### src/tkh_pkg.sv
`timescale 1ns / 1ps

package tkh_pkg;

  localparam int SCORE_W   = 32;
  localparam int TAG_W     = 32;
  localparam int ENTRY_W   = SCORE_W + TAG_W;
  localparam int KEEP_W    = 7;
  localparam int DEPTH_DEF = 64;

  localparam logic [KEEP_W-1:0] KEEP_RESET = 7'd10;

  localparam logic FUNC_PUSH    = 1'b0;
  localparam logic FUNC_EXTRACT = 1'b1;

  typedef struct packed {
    logic signed [SCORE_W-1:0] score;
    logic        [TAG_W-1:0]   tag;
  } entry_t;

  typedef enum logic [3:0] {
    ST_IDLE,
    ST_UP_RD,
    ST_UP_CMP,
    ST_ROOT_RD,
    ST_ROOT_CMP,
    ST_DN_RD,
    ST_DN_CMP,
    ST_EX_RD,
    ST_EX_POP,
    ST_EM_RD,
    ST_EM_LD,
    ST_EMPTY
  } state_t;

  typedef enum logic [3:0] {
    OP_NONE,
    OP_LATCH,
    OP_UP_START,
    OP_UP_MOVE,
    OP_UP_FINAL,
    OP_DN_START,
    OP_DN_MOVE,
    OP_DN_FINAL,
    OP_EX_START,
    OP_EX_POP,
    OP_EM_LOAD,
    OP_EM_EMPTY
  } op_t;

  // Read address selection for the two heap RAM ports
  typedef enum logic [1:0] {
    RS_PARENT,
    RS_CHILD,
    RS_ROOT_LAST,
    RS_EMIT
  } rsel_t;

  typedef struct packed {
    op_t   op;
    rsel_t rsel;
  } cmd_t;

  typedef struct packed {
    logic cap_zero;
    logic has_room;
    logic fill_zero;
    logic fill_one;
    logic up_move;
    logic root_less;
    logic dn_move;
    logic em_last;
    logic out_free;
  } stat_t;

endpackage

### src/tkh_ctrl.sv
`timescale 1ns / 1ps

module tkh_ctrl (
  input  logic           clk,
  input  logic           rst_n,
  input  logic           in_valid,
  input  logic           in_func,
  output logic           in_stall,
  input  tkh_pkg::stat_t stat,
  output tkh_pkg::cmd_t  cmd
);

  tkh_pkg::state_t state_r, state_nxt;
  logic            ex_mode_r, ex_mode_nxt;

  always_ff @(posedge clk) begin
    if (!rst_n) begin
      state_r   <= tkh_pkg::ST_IDLE;
      ex_mode_r <= 1'b0;
    end else begin
      state_r   <= state_nxt;
      ex_mode_r <= ex_mode_nxt;
    end
  end

  // extract runs share the sift-down states with pushes
  always_comb begin
    ex_mode_nxt = ex_mode_r;
    if (state_r == tkh_pkg::ST_IDLE && in_valid) begin
      ex_mode_nxt = (in_func == tkh_pkg::FUNC_EXTRACT);
    end
  end

  // next state
  always_comb begin
    state_nxt = state_r;
    unique case (state_r)
      tkh_pkg::ST_IDLE: begin
        if (in_valid) begin
          if (in_func == tkh_pkg::FUNC_PUSH) begin
            if (stat.cap_zero) begin
              state_nxt = tkh_pkg::ST_IDLE;
            end else if (stat.has_room) begin
              state_nxt = tkh_pkg::ST_UP_RD;
            end else begin
              state_nxt = tkh_pkg::ST_ROOT_RD;
            end
          end else if (stat.fill_zero) begin
            state_nxt = tkh_pkg::ST_EMPTY;
          end else begin
            state_nxt = tkh_pkg::ST_EX_RD;
          end
        end
      end
      tkh_pkg::ST_UP_RD:    state_nxt = tkh_pkg::ST_UP_CMP;
      tkh_pkg::ST_UP_CMP:   state_nxt = stat.up_move ? tkh_pkg::ST_UP_RD : tkh_pkg::ST_IDLE;
      tkh_pkg::ST_ROOT_RD:  state_nxt = tkh_pkg::ST_ROOT_CMP;
      tkh_pkg::ST_ROOT_CMP: state_nxt = stat.root_less ? tkh_pkg::ST_DN_RD : tkh_pkg::ST_IDLE;
      tkh_pkg::ST_DN_RD:    state_nxt = tkh_pkg::ST_DN_CMP;
      tkh_pkg::ST_DN_CMP: begin
        if (stat.dn_move) begin
          state_nxt = tkh_pkg::ST_DN_RD;
        end else if (ex_mode_r) begin
          state_nxt = tkh_pkg::ST_EX_RD;
        end else begin
          state_nxt = tkh_pkg::ST_IDLE;
        end
      end
      tkh_pkg::ST_EX_RD:    state_nxt = tkh_pkg::ST_EX_POP;
      tkh_pkg::ST_EX_POP:   state_nxt = stat.fill_one ? tkh_pkg::ST_EM_RD : tkh_pkg::ST_DN_RD;
      tkh_pkg::ST_EM_RD:    state_nxt = tkh_pkg::ST_EM_LD;
      tkh_pkg::ST_EM_LD: begin
        if (stat.out_free) begin
          state_nxt = stat.em_last ? tkh_pkg::ST_IDLE : tkh_pkg::ST_EM_RD;
        end
      end
      tkh_pkg::ST_EMPTY: begin
        if (stat.out_free) begin
          state_nxt = tkh_pkg::ST_IDLE;
        end
      end
      default: state_nxt = tkh_pkg::ST_IDLE;
    endcase
  end

  // outputs
  always_comb begin
    in_stall = (state_r != tkh_pkg::ST_IDLE);
    cmd.op   = tkh_pkg::OP_NONE;
    cmd.rsel = tkh_pkg::RS_ROOT_LAST;
    unique case (state_r)
      tkh_pkg::ST_IDLE: begin
        if (in_valid) begin
          if (in_func == tkh_pkg::FUNC_PUSH) begin
            if (stat.cap_zero) begin
              cmd.op = tkh_pkg::OP_NONE;
            end else if (stat.has_room) begin
              cmd.op = tkh_pkg::OP_UP_START;
            end else begin
              cmd.op = tkh_pkg::OP_LATCH;
            end
          end else if (!stat.fill_zero) begin
            cmd.op = tkh_pkg::OP_EX_START;
          end
        end
      end
      tkh_pkg::ST_UP_RD: cmd.rsel = tkh_pkg::RS_PARENT;
      tkh_pkg::ST_UP_CMP: begin
        cmd.rsel = tkh_pkg::RS_PARENT;
        cmd.op   = stat.up_move ? tkh_pkg::OP_UP_MOVE : tkh_pkg::OP_UP_FINAL;
      end
      tkh_pkg::ST_ROOT_RD: cmd.rsel = tkh_pkg::RS_ROOT_LAST;
      tkh_pkg::ST_ROOT_CMP: begin
        cmd.op = stat.root_less ? tkh_pkg::OP_DN_START : tkh_pkg::OP_NONE;
      end
      tkh_pkg::ST_DN_RD: cmd.rsel = tkh_pkg::RS_CHILD;
      tkh_pkg::ST_DN_CMP: begin
        cmd.rsel = tkh_pkg::RS_CHILD;
        cmd.op   = stat.dn_move ? tkh_pkg::OP_DN_MOVE : tkh_pkg::OP_DN_FINAL;
      end
      tkh_pkg::ST_EX_RD:  cmd.rsel = tkh_pkg::RS_ROOT_LAST;
      tkh_pkg::ST_EX_POP: cmd.op   = tkh_pkg::OP_EX_POP;
      tkh_pkg::ST_EM_RD:  cmd.rsel = tkh_pkg::RS_EMIT;
      tkh_pkg::ST_EM_LD: begin
        cmd.rsel = tkh_pkg::RS_EMIT;
        cmd.op   = stat.out_free ? tkh_pkg::OP_EM_LOAD : tkh_pkg::OP_NONE;
      end
      tkh_pkg::ST_EMPTY: begin
        cmd.op = stat.out_free ? tkh_pkg::OP_EM_EMPTY : tkh_pkg::OP_NONE;
      end
      default: cmd.op = tkh_pkg::OP_NONE;
    endcase
  end

endmodule

### config.mk
export PLATFORM = sky130hd
export DESIGN_NAME = tkh_ctrl
export DESIGN_NICKNAME = d
export VERILOG_FILES = /design/src/tkh_pkg.sv /design/src/tkh_ctrl.sv
export SDC_FILE = /design/constraint.sdc
export NUM_CORES = 1
export LEC_CHECK = 0
export BUFFER_PORTS_ARGS = -buffer_cell sky130_fd_sc_hd__buf_4
export CAP_MARGIN = 20
export CORE_AREA = 2 2 39 41
export CTS_CLUSTER_SIZE = 24
export DETAILED_ROUTE_END_ITERATION = 12
export DIE_AREA = 0 0 41 43
export MAX_ROUTING_LAYER = met4
export PLACE_DENSITY = 0.77
export SYNTH_ARGS = -nofsm -noshare
export SYNTH_HDL_FRONTEND = slang
export SYNTH_SLANG_ARGS = --single-unit
### constraint.sdc
create_clock -name clk -period 2.1 [get_ports clk]
set_input_delay 0 -clock clk [delete_from_list [all_inputs] [get_ports clk]]
set_output_delay 0 -clock clk [all_outputs]
set_load 0.02 [all_outputs]
Word-level counts from Yosys, hierarchy flattened. Cells that the tools add are included.

Output and inout bits: 7. Register bits: 5.

Reductions and logical operators: 7. Equality and inequality tests: 14. Muxes and demuxes: 25.

Operators by type and width (number): 2-to-1 mux 4 bit (12); one-hot mux 4 bit (12 select lines) (1); one-hot mux 4 bit (7 select lines) (1); equality test 4 x 3 -> 1 bit (second input constant) (4); equality test 4 bit (second input constant) (4); 2-to-1 mux 3 bit (4); equality test 4 x 2 -> 1 bit (second input constant) (2); 2-to-1 mux 2 bit (4); != test 2 bit (second input constant) (3); one-hot mux 2 bit (3 select lines) (1); OR reduction 2 bit (3); equality test 4 x 1 -> 1 bit (second input constant) (1); zero test 4 bit (1); nonzero test 4 bit (1); AND reduction 3 bit (1); 2-to-1 mux 1 bit (2); logical AND 1 bit (1).

Longest topological paths before layout. Gate-level depths: netlist (run 1).

Depth after elaboration: 5. Depth in mapped cells: 7. Mapped depth without buffers: 4.

Worst setup path after synthesis (run 1). OpenSTA, ideal clock, no wires.

Path kind: reg-to-output. Start: reg state_r[2]. End: out cmd[2] (netlist bit). Path slack: 507 ps. Stages on the path, launching flop included: 5. Data arrival time: 1593 ps. Cells stage by stage: dfxtp_1 > buf_6 > nor4_4 > nand2_2 > o41ai_1.

RTL lines: start: declaration (line tkh_ctrl.sv:13) `tkh_pkg::state_t state_r, state_nxt;`; start signal: assignment (line tkh_ctrl.sv:18) `state_r <= tkh_pkg::ST_IDLE;`; start signal: assignment (line tkh_ctrl.sv:21) `state_r <= state_nxt;`; end: declaration (line tkh_ctrl.sv:10) `output tkh_pkg::cmd_t cmd`.

==> impl_metrics.json, run 1 <==
{
  "drc": 0,
  "cp-start-kind": "register",
  "synthCells": 87,
  "placedInstanceArea_sq_um": 768.2,
  "clk_latency_ns": 0.24,
  "final_area_sq_um": 794.5,
  "hpwlAfterDp_microns": 1361,
  "grt.total_usage_pct": 23.81,
  "reg2reg_to": "state_r[0]$_SDFFE_PN0P_",
  "coreArea_sq_um": 1384,
  "setup_tns_ns": 0,
  "outcome": "finished, final reports clean",
  "timing.slew.headroom_pct": 48.41,
  "wirelength_microns": 1792,
  "cp-end-kind": "output pin",
  "hp-class": "in -> reg",
  "die_x_microns": 41,
  "first_pass_iters": 5,
  "cts_sinks": 5,
  "antenna_found_initial": 0,
  "min_period_ns": 1.970,
  "avgSynthCellArea_sq_um": 7.550,
  "ys_types": 44,
  "ant_nets": 0,
  "vias": 761,
  "clock_skew_ns": 0.0009356,
  "clk_pin_slew_ns": 0.04,
  "final-hold-violation-count": 0,
  "port_buffers": 19,
  "ff2ff_path_depth": 5,
  "initial_core_util_pct": 47.47,
  "crit_fanout": 13,
  "syn_nets": 100,
  "endpoint": "cmd[2]",
  "routed_via_density": 6.342,
  "cap_violations": 0,
  "synth_seq_cells": 5,
  "ir_worst_vdd_uv": 821.0,
  "tightest_slew_ns": 0.7729,
  "netlist_area_sq_um": 656.9,
  "cts-root-buf": "clkbuf_4",
  "dp.cells": 116,
  "setup_viol": 0,
  "timing.fmax_ghz": 0.5075,
  "ys_seq_area_share_pct": 15.24,
  "rsz0062_at_grt": "no",
  "ys_warn_count": 0,
  "grt_pass1_wl_microns": 2835,
  "numCtsBuffers": 3,
  "place.gp.congestion": 0.8723,
  "num-fill-cells": 144,
  "synthTopCellsByArea": "dfxtp_1 15%, nand2b_1 5.7%, buf_6 5.1%",
  "cts_resized": 0,
  "grt_max_degree": 22,
  "nNetsFinal": 118,
  "rrSetupSlack_ns": 0.44,
  "grt_overflow": 0,
  "rows": 14,
  "worstSetupPathType": "reg -> out",
  "synth.top_cell.area_share_pct": 15.24,
  "r2r_start": "state_r[1]$_SDFFE_PN0P_",
  "p_total_uw": 1104,
  "htreeDepth": 1,
  "cts_buffer_depth": 2,
  "drive_above_1_share_pct": 28.85,
  "grt_pass1_vias": 619,
  "wire_per_inst_microns": 14.93,
  "cts_tree": "done",
  "cellPowerDensity_nw_per_um2": 1390,
  "pre_cts_ws_ns": 0.4388,
  "cts_setup_buffers": 0,
  "dieArea_sq_um": 1763,
  "die_height_microns": 43,
  "critPathRequiredTime_ns": 2.10,
  "antennaDiodeCount": 0,
  "synth_area_leader_cell": "dfxtp_1",
  "syn_to_final_growth_pct": 20.95,
  "cts_hold_buf": 0,
  "drt_iter0_drc": 35,
  "pin_count": 20,
  "p_leak_uw": 0.0003201,
  "arrival_ns": 1.97,
  "period_share_pct": 93.82,
  "setup.worst_path.start": "state_r[2]$_SDFFE_PN0P_",
  "finalWorstSetupSlack_ns": 0.1297,
  "slew_violations": 0,
  "finalNonFillerCells": 120
}
==> worst min path at each step <==
stage | depth (start not counted) | slack, ns | end | startpoint
floorplan | 1 | 0.13 | state_r[3]$_SDFFE_PN0P_ | rst_n
global placement | 2 | 0.27 | state_r[3]$_SDFFE_PN0P_ | rst_n
detailed placement | 2 | 0.27 | state_r[3]$_SDFFE_PN0P_ | rst_n
CTS | 2 | 0.02 | state_r[3]$_SDFFE_PN0P_ | rst_n
global route | 2 | 0.02 | state_r[3]$_SDFFE_PN0P_ | rst_n
finish | 2 | 0.03 | state_r[3]$_SDFFE_PN0P_ | rst_n
==> area by class of cell <==
cell class                      instances  area (sq um)  share of cell area, %
Multi-Input combinational cell         70         475.5                  59.84
Timing Repair Buffer                   21         157.7                  19.84
Sequential cell                         5         100.1                  12.60
Clock buffer                            4         26.28                  3.307
Tap cell                               16         20.02                  2.520
Inverter                                4         15.01                  1.890
==> registers in the layout (all words and copies together), names as in the netlist <==
| signal | cells |
|---|---|
| state_r | 4 |
| ex_mode_r | 1 |
==> per-stage QoR <==
stage / util (%) / hold WS, ns
CTS: 57.41 / 0.02196
finish: 57.41 / 0.02797
global route: 57.41 / 0.02422
floorplan: - / 0.1279
detailed placement: 55.52 / 0.2739
global placement: 55.52 / 0.2688
==> per-layer routing <==
layer / GRT usage (%) / wire length [microns] / share of wire (%)
met5: - / 0 / 0
met4: 6.000 / 0 / 0
met3: 6.283 / 160 / 8.9
met2: 33.75 / 896 / 50
met1: 33.01 / 736 / 41
==> cell usage after synthesis, drive strengths merged <==
library cell	instances
a21oi	6
o21ai	7
nor3b	1
o22ai	1
dfxtp	5
nand3	2
a32oi	1
nand2	5
a221oi	1
buf	8
and4b	1
nor2b	1
o211a	1
a311oi	1
or2	1
o311a	1
a22o	1
xnor2	1
nor4	5
a31oi	4
a21boi	2
o41ai	1
mux2i	2
nand3b	1
and3	2
o31a	1
nor3	3
o221ai	1
inv	4
or3	1
nor2	5
o31ai	1
o21bai	1
a211oi	2
nand2b	6
==> worst max-delay path, stage by stage (launching register included) <==
cell and delay (ns):
dfxtp_1 0.66, nand2b_1 0.32, nor2_1 0.08, a311oi_1 0.35, o41ai_1 0.13, buf_4 0.18
==> cell usage in the layout (no fill, tap or decap), types with 2 or more instances in the layout <==
cell type / netlist / layout
buf_4: 3 / 21
nand2b_1: 6 / 6
a21oi_1: 6 / 6
o21ai_0: 5 / 5
dfxtp_1: 5 / 5
inv_1: 4 / 4
nor2_1: 4 / 4
nand2_1: 4 / 4
a31oi_1: 4 / 4
nor4_1: 4 / 4
clkbuf_4: 0 / 3
mux2i_1: 2 / 2
nand3_1: 2 / 2
o21ai_1: 2 / 2
nor3_1: 2 / 2
and3_1: 2 / 2
==> report_power, final <==
group	internal (uW)	switching (uW)	total (uW)	leakage, uW
logic	342	371	712	0.000264
registers	129	152	281	0.0000411
clock network	71.8	39.0	111	0.0000150
==> kinds of logic (layout without fill, tap and decap cells) <==
kind of cell / count (synthesis) / after routing / synth area share (%)
and+or+nand+nor: 34 / 34 / 32.38
AOI/OAI and AO/OA: 33 / 33 / 35.62
buffers and inverters: 12 / 29 / 12.38
DFF: 5 / 5 / 15.24
muxes: 2 / 2 / 3.048
xor gates and xnor gates: 1 / 1 / 1.334
(Power assumes the default switching activity.)
==> run 2: changes to the inputs <==
Settings changed: BUFFER_PORTS_ARGS -buffer_cell sky130_fd_sc_hd__buf_4 to -buffer_cell sky130_fd_sc_hd__buf_2.
==> run 2 against run 1 <==
Compared with the run above: clock skew rose by 0.0036 ns; routed wire length decreased by 4.9%; combinational power shrank 6.2%; critical path depth is the same; power is 4.8% lower; clock-buffer cell count is the same; cell count is the same; die area unchanged; sequential share of layout area grew 0.80 points; highest routed layer unchanged.
==> impl_metrics.json, run 2 (synthesized netlist as in run 1, its figures left out) <==
{
  "slew_violations": 0,
  "coreArea_sq_um": 1384,
  "cellPowerDensity_nw_per_um2": 1407,
  "timing.fmax_ghz": 0.5100,
  "clock_skew_ns": 0.004501,
  "grt_pass1_vias": 622,
  "rsz0062_at_grt": "no",
  "ir_worst_vdd_uv": 692.3,
  "grt_max_degree": 22,
  "vias": 730,
  "numCtsBuffers": 3,
  "timing.slew.headroom_pct": 50.61,
  "hpwlAfterDp_microns": 1282,
  "cp-end-kind": "output pin",
  "cts_buffer_depth": 2,
  "rows": 14,
  "cts-root-buf": "clkbuf_4",
  "cts_sinks": 5,
  "antenna_found_initial": 0,
  "die_x_microns": 41,
  "wire_per_inst_microns": 14.21,
  "p_leak_uw": 0.0003071,
  "cap_violations": 0,
  "r2r_start": "state_r[1]$_SDFFE_PN0P_",
  "setup_tns_ns": 0,
  "setup.worst_path.start": "state_r[1]$_SDFFE_PN0P_",
  "arrival_ns": 1.96,
  "dieArea_sq_um": 1763,
  "nNetsFinal": 118,
  "cts_hold_buf": 0,
  "critPathRequiredTime_ns": 2.10,
  "syn_to_final_growth_pct": 13.71,
  "layout_commonest_cell": "buf_2",
  "cp-start-kind": "register",
  "cts_setup_buffers": 0,
  "drt_iter0_drc": 19,
  "pin_count": 20,
  "cts_tree": "done",
  "largest_register": "state_r",
  "grt.total_usage_pct": 24.02,
  "largest_register_ffs": 4,
  "layout_common_cells": "19 x buf_2, 6 x nand2b_1, 6 x a21oi_1, 5 x o21ai_0, 5 x dfxtp_1",
  "cts_resized": 0,
  "setup_viol": 0,
  "wirelength_microns": 1705,
  "htreeDepth": 1,
  "clk_pin_slew_ns": 0.04,
  "drc": 0,
  "grt_pass1_wl_microns": 2856,
  "first_pass_iters": 4,
  "largestRegisters": "state_r (4), ex_mode_r (1)",
  "routed_via_density": 6.083,
  "min_period_ns": 1.961,
  "grt_overflow": 0,
  "final_util_pct": 53.98,
  "port_buffers": 19,
  "crit_fanout": 19,
  "final-hold-violation-count": 0,
  "antennaDiodeCount": 0,
  "initial_core_util_pct": 47.47,
  "hp-class": "in -> reg",
  "drive_above_1_share_pct": 28.85,
  "hp-start": "rst_n",
  "period_share_pct": 93.37,
  "tightest_slew_ns": 0.7398,
  "ant_nets": 0,
  "clk_latency_ns": 0.24,
  "outcome": "finished, final reports clean",
  "die_height_microns": 43,
  "place.gp.congestion": 0.9140,
  "worstSetupPathType": "reg -> out"
}
## run 2: cell types whose count changed in the layout (fill, tap and decap cells not counted)
| cell | change |
|---|---|
| buf_2 | +19 |
| buf_4 | -19 |
## run 2: critical path, stage by stage, from the launching register on
cell and delay (ns):
dfxtp_1 0.75, nand2b_1 0.22, a211oi_2 0.09, a311oi_1 0.35, o41ai_1 0.13, buf_2 0.18
## run 2: where the power goes
group	total, uW	switching [uW]	internal (uW)
clock network	110	38.6	71.8
logic	668	372	296
registers	272	144	129
## run 2: final timing paths
path	end	slack, ns	depth (start not counted)
max	cmd[2]	0.14	5
min	state_r[3]$_SDFFE_PN0P_	0.04	2
max reg2reg	state_r[2]$_SDFFE_PN0P_	0.45	3
min reg2reg	ex_mode_r$_SDFFE_PN0P_	0.48	2
## run 2: area by class of cell
| cell class | count | area [sq um] |
|---|---|---|
| clock buffers | 4 | 26.28 |
| fillers | 155 | 636.9 |
| inverters | 4 | 15.01 |
| multi-input cells | 70 | 475.5 |
| flip-flops and latches | 5 | 100.1 |
| well taps | 16 | 20.02 |
| repair buffers | 21 | 110.1 |
## run 2: stage by stage
stage	worst slack (ns)	instance area (sq um)	power, uW	hold WS, ns	instances
after floorplan	0.5075	656.9	818.5	0.1279	87
after global placement	0.4410	720.7	925.7	0.2869	116
after CTS	0.1541	747.0	1058	0.02931	120
after global routing	0.01374	747.0	1150	0.02925	120
final	0.1393	747.0	1051	0.04121	120
after detailed placement	0.4284	720.7	937.8	0.2909	116
## run 2: layer usage
layer  global-route usage (%)  vias up  wire (microns)
li1                         -      369               -
met1                    33.66      333             733
met2                    33.75       28             848
met3                    7.853        0             123
met4                    4.000        0               0
met5                        -        -               0
